File: config.mk
export PLATFORM = sky130hd
export DESIGN_NAME = ethernet_ipv4_rx_classifier
export DESIGN_NICKNAME = d
export VERILOG_FILES = /design/src/eirc_pkg.sv /design/src/ethernet_ipv4_rx_classifier.sv
export SDC_FILE = /design/constraint.sdc
export NUM_CORES = 1
export LEC_CHECK = 0
export BUFFER_PORTS_ARGS = -buffer_cell sky130_fd_sc_hd__buf_2
export CAP_MARGIN = 20
export CELL_PAD_IN_SITES_DETAIL_PLACEMENT = 0
export CELL_PAD_IN_SITES_GLOBAL_PLACEMENT = 2
export CORE_MARGIN = 8
export CORE_UTILIZATION = 39
export DETAILED_ROUTE_END_ITERATION = 16
export PLACE_DENSITY_LB_ADDON = 0.1
export SLEW_MARGIN = 30
export SYNTH_ARGS = -nofsm -noshare
export SYNTH_HDL_FRONTEND = slang
export SYNTH_SLANG_ARGS = --single-unit
export TNS_END_PERCENT = 50
File: constraint.sdc
create_clock -name clk -period 5.62 [get_ports clk]
set_input_delay 1.405 -clock clk [delete_from_list [all_inputs] [get_ports clk]]
set_output_delay 1.405 -clock clk [all_outputs]
set_load 0.01 [all_outputs]
File: src/eirc_pkg.sv
`timescale 1ns / 1ps
// Shared types and constants for the Ethernet/IPv4 receive classifier.
// Used by ethernet_ipv4_rx_classifier; depends on nothing else.

package eirc_pkg;

    localparam int unsigned DATA_W      = 8;
    localparam int unsigned COUNT_W     = 16;
    localparam int unsigned ADDR_W      = 32;
    localparam int unsigned OFFSET_W    = 7;
    localparam int unsigned LENGTH_W    = 16;
    localparam int unsigned VERDICT_W   = 4;
    localparam int unsigned CFG_INDEX_W = 1;
    localparam int unsigned RESULT_W    = VERDICT_W + ADDR_W + OFFSET_W + LENGTH_W;
    localparam int unsigned M_TDATA_W   = ((RESULT_W + 7) / 8) * 8;

    localparam logic [COUNT_W-1:0]  COUNT_MAX      = 16'hFFFF;
    localparam logic [COUNT_W-1:0]  ETH_HDR_LEN    = 16'd14;
    localparam logic [COUNT_W-1:0]  IPV4_MIN_FRAME = 16'd34;
    localparam logic [15:0]         TYPE_ARP       = 16'h0806;
    localparam logic [15:0]         TYPE_IPV4      = 16'h0800;
    localparam logic [ADDR_W-1:0]   BCAST_ADDR     = 32'hFFFF_FFFF;
    localparam logic [7:0]          PROTO_ICMP     = 8'd1;
    localparam logic [7:0]          PROTO_TCP      = 8'd6;
    localparam logic [7:0]          PROTO_UDP      = 8'd17;

    // Configuration register indexes.
    localparam logic [CFG_INDEX_W-1:0] CFG_LOCAL_IP     = 1'b0;
    localparam logic [CFG_INDEX_W-1:0] CFG_ADDR_ENABLED = 1'b1;

    typedef enum logic [VERDICT_W-1:0] {
        VERDICT_SHORT        = 4'd0,
        VERDICT_ARP          = 4'd1,
        VERDICT_ICMP         = 4'd2,
        VERDICT_UDP          = 4'd3,
        VERDICT_TCP          = 4'd4,
        VERDICT_UNKNOWN_PROT = 4'd5,
        VERDICT_UNKNOWN_TYPE = 4'd6,
        VERDICT_NOT_FOR_US   = 4'd7,
        VERDICT_IPV4_SHORT   = 4'd8
    } verdict_t;

    typedef struct packed {
        logic [LENGTH_W-1:0] payload_length;
        logic [OFFSET_W-1:0] payload_offset;
        logic [ADDR_W-1:0]   source_ip;
        verdict_t            verdict;
    } result_t;

endpackage

File: src/ethernet_ipv4_rx_classifier.sv
`timescale 1ns / 1ps
// Ethernet/IPv4 receive header classifier: one verdict word per received frame.
// Depends on eirc_pkg for types and constants.
//
//  Channel   Direction  Signals                                  Word content
//  --------  ---------  ---------------------------------------  ------------------------
//  s_axis    in         tvalid, tready, tdata[7:0], tlast        frame byte, end of frame
//  m_axis    out        tvalid, tready, tdata[63:0]              verdict and its fields
//  cfg       in         cfg_wr_en, cfg_addr[0:0], cfg_wdata[31:0] register writes
//
// Frame bytes are accepted while s_axis_tready is high; the header fields are captured
// and, on the last byte, the verdict is formed in the same cycle and lands in the output
// register, or in the skid register behind it when that is full and not being emptied;
// bytes flow on while a verdict waits; s_axis_tready falls only when both are full.
// Reset (rst_n, asynchronous, active low) clears the frame state, the registers and
// the output valid flags; no clearing pass is needed.

module ethernet_ipv4_rx_classifier
(
    input  logic                                clk,
    input  logic                                rst_n,

    // Frame byte stream.
    input  logic                                s_axis_tvalid,
    output logic                                s_axis_tready,
    input  logic [eirc_pkg::DATA_W-1:0]         s_axis_tdata,   // [7:0] data_byte
    input  logic                                s_axis_tlast,   // end_of_frame

    // Verdict stream.
    output logic                                m_axis_tvalid,
    input  logic                                m_axis_tready,
    // [3:0] verdict, [35:4] source_ip, [42:36] payload_offset,
    // [58:43] payload_length, [63:59] zero
    output logic [eirc_pkg::M_TDATA_W-1:0]      m_axis_tdata,

    // Configuration write port.
    input  logic                                cfg_wr_en,
    input  logic [eirc_pkg::CFG_INDEX_W-1:0]    cfg_addr,
    input  logic [eirc_pkg::ADDR_W-1:0]         cfg_wdata
);

    // Configuration registers.
    logic [eirc_pkg::ADDR_W-1:0]    local_ip_reg;
    logic                           addr_enabled_reg;

    // Per-frame state.
    logic [eirc_pkg::COUNT_W-1:0]   byte_count_reg, byte_count_next;
    logic [15:0]                    ether_type_reg, ether_type_next;
    logic [3:0]                     header_words_reg, header_words_next;
    logic [15:0]                    total_length_reg, total_length_next;
    logic [7:0]                     protocol_reg, protocol_next;
    logic [eirc_pkg::ADDR_W-1:0]    source_reg, source_next;
    logic [eirc_pkg::ADDR_W-1:0]    dest_reg, dest_next;

    // Field values including the byte being accepted now.
    logic [eirc_pkg::COUNT_W-1:0]   count_cap;
    logic [15:0]                    ether_type_cap;
    logic [3:0]                     header_words_cap;
    logic [15:0]                    total_length_cap;
    logic [7:0]                     protocol_cap;
    logic [eirc_pkg::ADDR_W-1:0]    source_cap;
    logic [eirc_pkg::ADDR_W-1:0]    dest_cap;

    // Output side.
    logic                           out_valid_reg;
    logic                           skid_valid_reg;
    eirc_pkg::result_t              out_reg;
    eirc_pkg::result_t              skid_reg;
    eirc_pkg::result_t              result;

    logic                           in_fire;
    logic                           out_fire;
    logic                           produce;

    logic [5:0]                     header_len;
    logic [15:0]                    header_len_wide;

    assign s_axis_tready = !skid_valid_reg;
    assign in_fire       = s_axis_tvalid && s_axis_tready;
    assign out_fire      = out_valid_reg && m_axis_tready;
    assign produce       = in_fire && s_axis_tlast;

    assign m_axis_tvalid = out_valid_reg;
    assign m_axis_tdata  = {{(eirc_pkg::M_TDATA_W - eirc_pkg::RESULT_W){1'b0}},
                            out_reg.payload_length, out_reg.payload_offset,
                            out_reg.source_ip, out_reg.verdict};

    // Configuration writes. A write to an index outside the list is ignored.
    always_ff @(posedge clk or negedge rst_n)
    begin
        if (!rst_n)
        begin
            local_ip_reg     <= '0;
            addr_enabled_reg <= 1'b0;
        end
        else if (cfg_wr_en)
        begin
            case (cfg_addr)
                eirc_pkg::CFG_LOCAL_IP:     local_ip_reg     <= cfg_wdata;
                eirc_pkg::CFG_ADDR_ENABLED: addr_enabled_reg <= cfg_wdata[0];
                default: ;
            endcase
        end
    end

    // Header capture. The byte count is the position of the current byte; once it
    // has saturated, further bytes are neither captured nor counted.
    always_comb
    begin
        count_cap        = byte_count_reg;
        ether_type_cap   = ether_type_reg;
        header_words_cap = header_words_reg;
        total_length_cap = total_length_reg;
        protocol_cap     = protocol_reg;
        source_cap       = source_reg;
        dest_cap         = dest_reg;

        if (byte_count_reg != eirc_pkg::COUNT_MAX)
        begin
            count_cap = byte_count_reg + 16'd1;
            case (byte_count_reg) inside
                16'd12, 16'd13:
                    ether_type_cap = {ether_type_reg[7:0], s_axis_tdata};
                16'd14:
                    header_words_cap = s_axis_tdata[3:0];
                16'd16, 16'd17:
                    total_length_cap = {total_length_reg[7:0], s_axis_tdata};
                16'd23:
                    protocol_cap = s_axis_tdata;
                [16'd26:16'd29]:
                    source_cap = {source_reg[23:0], s_axis_tdata};
                [16'd30:16'd33]:
                    dest_cap = {dest_reg[23:0], s_axis_tdata};
                default: ;
            endcase
        end
    end

    // The last byte of a frame clears the state for the next frame.
    always_comb
    begin
        if (s_axis_tlast)
        begin
            byte_count_next   = '0;
            ether_type_next   = '0;
            header_words_next = '0;
            total_length_next = '0;
            protocol_next     = '0;
            source_next       = '0;
            dest_next         = '0;
        end
        else
        begin
            byte_count_next   = count_cap;
            ether_type_next   = ether_type_cap;
            header_words_next = header_words_cap;
            total_length_next = total_length_cap;
            protocol_next     = protocol_cap;
            source_next       = source_cap;
            dest_next         = dest_cap;
        end
    end

    always_ff @(posedge clk or negedge rst_n)
    begin
        if (!rst_n)
        begin
            byte_count_reg   <= '0;
            ether_type_reg   <= '0;
            header_words_reg <= '0;
            total_length_reg <= '0;
            protocol_reg     <= '0;
            source_reg       <= '0;
            dest_reg         <= '0;
        end
        else if (in_fire)
        begin
            byte_count_reg   <= byte_count_next;
            ether_type_reg   <= ether_type_next;
            header_words_reg <= header_words_next;
            total_length_reg <= total_length_next;
            protocol_reg     <= protocol_next;
            source_reg       <= source_next;
            dest_reg         <= dest_next;
        end
    end

    // Verdict for a frame ending with the current byte. The IPv4 header length is
    // the IHL nibble times four; a total length shorter than the header gives a zero payload length.
    assign header_len      = {header_words_cap, 2'b00};
    assign header_len_wide = {10'd0, header_len};

    always_comb
    begin
        result.verdict        = eirc_pkg::VERDICT_SHORT;
        result.source_ip      = '0;
        result.payload_offset = '0;
        result.payload_length = '0;

        if (count_cap < eirc_pkg::ETH_HDR_LEN)
        begin
            result.verdict = eirc_pkg::VERDICT_SHORT;
        end
        else if (ether_type_cap == eirc_pkg::TYPE_ARP)
        begin
            result.verdict        = eirc_pkg::VERDICT_ARP;
            result.payload_offset = eirc_pkg::ETH_HDR_LEN[eirc_pkg::OFFSET_W-1:0];
            result.payload_length = count_cap - eirc_pkg::ETH_HDR_LEN;
        end
        else if (ether_type_cap == eirc_pkg::TYPE_IPV4)
        begin
            if (count_cap < eirc_pkg::IPV4_MIN_FRAME)
            begin
                result.verdict = eirc_pkg::VERDICT_IPV4_SHORT;
            end
            else if (addr_enabled_reg && (dest_cap != local_ip_reg) &&
                     (dest_cap != eirc_pkg::BCAST_ADDR))
            begin
                result.verdict   = eirc_pkg::VERDICT_NOT_FOR_US;
                result.source_ip = source_cap;
            end
            else
            begin
                result.source_ip      = source_cap;
                result.payload_offset = eirc_pkg::ETH_HDR_LEN[eirc_pkg::OFFSET_W-1:0]
                                        + {1'b0, header_len};
                result.payload_length = (total_length_cap >= header_len_wide) ?
                                        (total_length_cap - header_len_wide) : 16'd0;
                case (protocol_cap)
                    eirc_pkg::PROTO_ICMP: result.verdict = eirc_pkg::VERDICT_ICMP;
                    eirc_pkg::PROTO_UDP:  result.verdict = eirc_pkg::VERDICT_UDP;
                    eirc_pkg::PROTO_TCP:  result.verdict = eirc_pkg::VERDICT_TCP;
                    default:              result.verdict = eirc_pkg::VERDICT_UNKNOWN_PROT;
                endcase
            end
        end
        else
        begin
            result.verdict = eirc_pkg::VERDICT_UNKNOWN_TYPE;
        end
    end

    // Output register with a skid register behind it. A new verdict goes straight to
    // the output register when that is free or being emptied, otherwise to the skid.
    always_ff @(posedge clk or negedge rst_n)
    begin
        if (!rst_n)
        begin
            out_valid_reg  <= 1'b0;
            skid_valid_reg <= 1'b0;
        end
        else if (skid_valid_reg)
        begin
            if (out_fire)
            begin
                skid_valid_reg <= 1'b0;
            end
        end
        else if (produce)
        begin
            if (!out_valid_reg || out_fire)
            begin
                out_valid_reg <= 1'b1;
            end
            else
            begin
                skid_valid_reg <= 1'b1;
            end
        end
        else if (out_fire)
        begin
            out_valid_reg <= 1'b0;
        end
    end

    always_ff @(posedge clk)
    begin
        if (skid_valid_reg)
        begin
            if (out_fire)
            begin
                out_reg <= skid_reg;
            end
        end
        else if (produce)
        begin
            if (!out_valid_reg || out_fire)
            begin
                out_reg <= result;
            end
            else
            begin
                skid_reg <= result;
            end
        end
    end

`ifndef SYNTH
    // The skid register is only ever filled behind a full output register.
    a_skid_behind_out: assert property (@(posedge clk) disable iff (!rst_n)
        skid_valid_reg |-> out_valid_reg)
        else $error("skid register holds a verdict while the output is empty");

    // The last byte of a frame always leaves a verdict waiting at the output.
    a_last_gives_verdict: assert property (@(posedge clk) disable iff (!rst_n)
        (s_axis_tvalid && s_axis_tready && s_axis_tlast) |=> m_axis_tvalid)
        else $error("frame end accepted but no verdict presented");

    // Frame state restarts from zero after the last byte.
    a_count_cleared: assert property (@(posedge clk) disable iff (!rst_n)
        (s_axis_tvalid && s_axis_tready && s_axis_tlast) |=> (byte_count_reg == '0))
        else $error("byte count not cleared after end of frame");

    // A presented verdict never carries an undefined code.
    a_verdict_range: assert property (@(posedge clk) disable iff (!rst_n)
        m_axis_tvalid |-> (m_axis_tdata[3:0] <= 4'd8))
        else $error("verdict code out of range");
`endif

endmodule
; ---- Yosys cells after proc, flatten, opt, wreduce, memory -nomap -nowiden
; Index checks and enable logic that the tools add are counted.
[op_classes]
n_addsub = 4
mul = 0
n_div = 0
magnitude_cmp = 7
n_eq_ne = 16
shift = 0
mux = 59
n_bitwise = 3
reduce_logical = 20
[op_table]
columns = cell, count
row1 = two-way mux 32 bit, 16
row2 = two-way mux 59 bit, 4
row3 = two-way mux 16 bit, 11
row4 = two-way mux 55 bit, 3
row5 = == test 16 x 4 -> 1 bit (second input constant), 3
row6 = == test 16 x 5 -> 1 bit (second input constant), 3
row7 = two-way mux 8 bit, 6
row8 = two-way mux 23 bit, 2
row9 = == test 16 x 12 -> 1 bit (second input constant), 2
row10 = greater-or-equal comparator 16 x 5 -> 1 bit (second input constant), 2
row11 = two-way mux 4 bit, 8
row12 = != test 32 bit, 1
row13 = != test 32 bit (second input constant), 1
row14 = adder 16 x 1 -> 16 bit (second input constant), 1
row15 = greater-or-equal comparator 16 x 6 -> 1 bit, 1
row16 = <= comparator 16 x 5 -> 1 bit (second input constant), 1
row17 = <= comparator 16 x 6 -> 1 bit (second input constant), 1
row18 = less-than comparator 16 x 4 -> 1 bit (second input constant), 1
row19 = less-than comparator 16 x 6 -> 1 bit (second input constant), 1
row20 = != test 16 bit (second input constant), 1
row21 = subtractor 16 x 4 -> 16 bit (second input constant), 1
row22 = subtractor 16 x 6 -> 16 bit, 1
row23 = case mux 3 bit (3 select lines), 1
row24 = AND reduction 3 bit, 3
row25 = 14 further kinds, 34
[word_totals]
reg_bits = 277
latch_bits = 0
ram_bits = 0
mem_bits_ro = 0
input_bits = 47
out_inout_bits = 66
word_cells = 128
memories = 0

; ---- Longest topological paths before layout
[depth]
word_depth = 20
depth_mapped = 21
depth_no_buf = 18

; ---- Worst setup path before layout
; OpenSTA, ideal clock, no wires.
[synth_timing]
kind = input -> register
from = in s_axis_tlast
to = reg out_reg (netlist bit m_axis_tdata[0]) (enable)
setup_ns = 0.474
arrival_ns = 4.587
required_ns = 5.146
setup_slack_ns = 0.559
path_stages = 6
n_path_buf = 2
cell_sequence = clkbuf_1 -> clkbuf_1 -> nand2_1 -> nor2_1 -> a21oi_1 -> nor2_1
[synth_via]
elab_chain_len = 3
[synth_lines]
columns = item, line_no
row1 = "start, declared", ethernet_ipv4_rx_classifier.sv:27  ; input logic s_axis_tlast,
row2 = logical AND 1 bit, ethernet_ipv4_rx_classifier.sv:81  ; assign produce = in_fire && s_axis_tlast;
row3 = nonzero test 2 bit (no line), n/a
row4 = AND reduction 3 bit (no line), n/a
row5 = "end signal, assigned", ethernet_ipv4_rx_classifier.sv:282  ; out_reg <= skid_reg;
row6 = "end signal, assigned", ethernet_ipv4_rx_classifier.sv:289  ; out_reg <= result;
row7 = "end, declared", ethernet_ipv4_rx_classifier.sv:67  ; eirc_pkg::result_t out_reg;
; No other way between the ends.
; A chain may end at the register's enable or synchronous reset.

; ---- Worst setup path in the final report
[layout_timing]
from = reg byte_count_reg[9] (netlist name)
to = reg out_reg (netlist bit m_axis_tdata[55]) (data pin)
[layout_via]
elab_chain_len = 20
elab_cells_between_ends = 53
cone_classes = add/sub: 3 / order compare: 7 / eq/ne: 11 / mux: 26 / reduce/logical: 6
[layout_lines]
columns = item, line_no
row1 = "start, declared", ethernet_ipv4_rx_classifier.sv:47  ; logic [eirc_pkg::COUNT_W-1:0] byte_count_reg, byte_count_next;
row2 = "start signal, assigned", ethernet_ipv4_rx_classifier.sv:178  ; byte_count_reg <= byte_count_next;
row3 = greater-or-equal comparator 16 x 5 -> 1 bit (no line) or <= comparator 16 x 6 -> 1 bit (tied branches), n/a
row4 = logical AND 1 bit (no line), n/a
row5 = two-way mux 32 bit (6 in series), ethernet_ipv4_rx_classifier.sv:121  ; case (byte_count_reg) inside
row6 = two-way mux 32 bit, ethernet_ipv4_rx_classifier.sv:118  ; if (byte_count_reg != eirc_pkg::COUNT_MAX)
row7 = != test 32 bit, ethernet_ipv4_rx_classifier.sv:216  ; else if (addr_enabled_reg && (dest_cap != local_ip_reg) &&
row8 = logical AND 1 bit (2 in series), ethernet_ipv4_rx_classifier.sv:216
row9 = two-way mux 23 bit, ethernet_ipv4_rx_classifier.sv:216
row10 = two-way mux 55 bit, ethernet_ipv4_rx_classifier.sv:212  ; if (count_cap < eirc_pkg::IPV4_MIN_FRAME)
row11 = two-way mux 55 bit, ethernet_ipv4_rx_classifier.sv:210  ; else if (ether_type_cap == eirc_pkg::TYPE_IPV4)
row12 = two-way mux 23 bit, ethernet_ipv4_rx_classifier.sv:204  ; else if (ether_type_cap == eirc_pkg::TYPE_ARP)
row13 = two-way mux 55 bit (*), ethernet_ipv4_rx_classifier.sv:200  ; if (count_cap < eirc_pkg::ETH_HDR_LEN)
row14 = two-way mux 59 bit (*), ethernet_ipv4_rx_classifier.sv:287  ; if (!out_valid_reg || out_fire)
row15 = two-way mux 59 bit (*), ethernet_ipv4_rx_classifier.sv:285  ; else if (produce)
row16 = two-way mux 59 bit (*), ethernet_ipv4_rx_classifier.sv:278  ; if (skid_valid_reg)
; Mark *: on every way between the ends. The rest lies on a longest branch, timed or not. The select of a mux whose other input is x is not followed.

==> summary.md <==
Site row count: 71. Dividing the synthesized area by the synthesized cell count gives 9.96 µm². The first global-routing pass estimated 72.5 mm of wire.

The post-synthesis sequential area ratio is 50.5%, and the post-synthesis cell count is 1483. The number of cells on the worst reg-to-reg path is 18, and the worst hold path depth is 2. nand2_1 is the most common cell in the netlist. Of the total synthesized cell area, the portion taken by full adders, half adders and majority gates is 1.07%.

The worst register-to-register path begins at byte_count_reg[9]$_DFFE_PN0P_. The tools report the remaining global-route overflow as 0. In the final layout, the share of cells above drive strength 1 is 15.3%.

The dominant combinational cell family by area after synthesis was compound AO/OA/AOI/OAI gates. The design draws 6.22 mW. The tightest slew margin relative to the limit was 37.8%. The number of maximum-capacitance constraint violations is 0. The leakage power was 6.70 nW. The required time reported for the critical path endpoint is 5900 ps, and the antenna diode instance count is 0. Summed over all failing endpoints, the final setup total negative slack is 0 ps. TritonCTS built the clock tree. The most critical setup path has its endpoint at m_axis_tdata[55]$_DFFE_PP_.

For this design the top-level I/O count stands at 113. The cell sitting at the root of the clock tree is a clkbuf_16. The cell accounting for the most synthesized area was dfrtp_1. The number of hold violations in the final report came out at 0. Of the total synthesized cell area, the portion taken by AND, OR, NAND and NOR gates is 16.1%. In this run the biggest area consumer among cell types represents 26.9% of the synthesized area.

Clock-pin slew was measured on the worst setup and hold paths at 60 ps. The mapped cell area was 14800 µm². The height of the die works out to 211 µm. Dividing the detail-routed via count by the number of cells gives 5.73. The tools report the distinct cell type count after synthesis as 81. The average routed wire per standard cell is 22.4 µm. The starting utilization of the core area is 39.4%. The worst register-to-register path ends at m_axis_tdata[55]$_DFFE_PP_. The number of DRC markers after the initial detailed-route iteration came out at 1040. In this run the post-CTS setup repair buffer count came out at 0. The number of antenna-violating nets in the routed design was 0; the number of pins with negative max-slew slack in the final report was 0. Entering global routing, the biggest net connects 70 pins.

The layout has 3652 filler cells. The number of global-route vias before repair is 11.4k, and the overall routing resource usage is 20.8%. Gates resized during post-CTS repair numbered 0. After synthesis, the share of cell area in mux cells is 5.12%. The number of enable flip-flop cells after synthesis was 116; the area of the core was 37500 µm². Measured along the x axis, the die boundary spans 211 µm. After synthesis, the cell types taking the most area are dfrtp_1 27%, edfxtp_1 24%, nand2_1 4.9%. The floorplan step defined a die boundary enclosing 44400 µm². The tools report the clock buffer count from CTS as 34. The final setup violation count came out at 0. Critical path launch point: byte_count_reg[9]$_DFFE_PN0P_. Of the total synthesized cell area, the portion taken by XOR and XNOR cells is 3.79%. The kind of start point of the critical path is a register. In this run the worst path has a maximum fanout of 12. The share of the clock period used by the worst path was 88.4%; the final critical delay including setup and external delays was 4970 ps. The cts-stage hold buffer count was 0; the post-synthesis compound-gate area fraction was 19.1%. For this run, the leading register cell type out of synthesis is dfrtp_1. The tools report the launch point of the worst hold path as protocol_reg[6]$_DFFE_PN0P_. During synthesis, Yosys emitted a total of 0 warnings.

The final weighted congestion of routability-driven global placement was 0.898; the reg2reg setup slack was 650 ps. The vias after detailed routing was 11.9k. The worst-case IR drop observed on VDD is 0.000265 V.

For this run, the detailed router's first-pass iteration total came to 8. The class of the most critical setup path was register to register. Post-detailed-routing wire length: 46.6 mm.

The tools report the number of antenna violations at the first check in global routing as 0. At the pin with the least slew margin, the transition time is 933 ps. For the total number of nets in the final design, the log shows 1607.

The run finished with clean final reports. The tools report the worst-case clock skew as 22.6 ps. The logs give 5250 ps for the critical path data arrival time and 32.6 mm for the total half-perimeter wirelength after legalization and detailed placement. The number of synthesized register bits was 275. STA classifies the critical path endpoint as a register. The count of unresolved DRC violations after routing was 0.

Clock latency on the worst-skew pair, taken at its later pin, is 550 ps. From synthesis to final layout, the design area changed by 14.2%. Setup repair after global routing left no endpoint under its margin. The tree built by TritonCTS fans out to 275 sinks. The H-tree generated during clock tree synthesis spans 2 levels.

The power density over cell area works out to 369 nW/µm². Counting instances in the post-synthesis netlist gives the leading cell types as 194 x nand2_1, 159 x dfrtp_1, 116 x edfxtp_1, 108 x o21ai_0, 97 x nor2_1. The path class of the tightest hold or removal check is register to register. The worst-case clock buffer depth was 3. The maximum operating frequency was 201 MHz; the share of flip-flops with an asynchronous set or reset was 57.8%. Port buffering added 106 buffers.
area by class of cell:
cell class / count / area (µm²) / area share, %
timing repair buffer: 140 / 812 / 4.81
multi-input combinational: 1057 / 6740 / 40.0
clock inverter: 15 / 113 / 0.668
tap: 511 / 639 / 3.79
sequential: 275 / 7470 / 44.3
inverter: 40 / 150 / 0.890
clock buffer: 45 / 943 / 5.59
cell families (layout without fill, tap and decap cells):
logic type                 after synthesis  in the layout
other                                    1              6
xor gates and xnor gates                64             64
AOI/OAI and AO/OA                      410            410
DFF                                    275            275
adders and majority gates               12             12
muxes                                   72             72
and+or+nand+nor                        493            493
buffers and inverters                  156            240
report_power, final:
| group | internal (mW) | leakage (nW) | switching (mW) |
|---|---|---|---|
| Clock | 1.23 | 0.518 | 0.878 |
| Sequential | 2.44 | 3.19 | 0.362 |
| Combinational | 0.500 | 2.99 | 0.805 |
worst min path at each step:
stage,slack (ps),end
floorplan,440,protocol_reg[6]$_DFFE_PN0P_
global placement,460,protocol_reg[6]$_DFFE_PN0P_
detailed placement,470,protocol_reg[6]$_DFFE_PN0P_
CTS,480,protocol_reg[6]$_DFFE_PN0P_
global route,520,protocol_reg[6]$_DFFE_PN0P_
finish,480,protocol_reg[6]$_DFFE_PN0P_
layer usage:
| metal | track usage [%] | routed length, µm |
|---|---|---|
| met1 | 31.7 | 22600 |
| met2 | 29.8 | 19800 |
| met3 | 3.80 | 3250 |
| met4 | 5.36 | 913 |
| met5 | 0 | 0 |
worst max-delay path: stages (launching register included):
cell      delay [ps]
dfrtp_1          470
nor4_1           460
nand4b_1         490
nor2_1           540
mux2i_1          250
inv_1            100
ha_1             170
inv_1             60
fa_1             390
a21o_1           170
a21oi_1          130
buf_4            180
and4_1           200
mux2i_1           90
o31ai_1          230
buf_4            240
a211o_1          180
nor4_1            80
a221o_1          300
stage by stage:
stage	worst slack [ps]	cell area, µm²	utilization (%)	std cells	hold slack, ps
4_1_cts	661	16800	44.9	2082	478
3_5_place_dp	720	15800	42.1	2022	466
3_3_place_gp	728	15800	42.1	2022	461
2_1_floorplan	559	14800	-	1488	442
6_report	650	16900	45.0	2083	478
5_1_grt	235	16900	45.0	2083	517
placed cells by master (no fill, tap or decap), types with 40 or more instances in the layout:
master	netlist	final
a21oi_1	41	41
a22oi_1	62	62
buf_2	8	105
dfrtp_1	159	158
edfxtp_1	116	116
inv_1	40	40
mux2i_1	44	44
nand2_1	194	193
nor2_1	97	93
o21ai_0	108	107
o31ai_1	56	56
No activity file was read; power rests on OpenSTA's default activity.
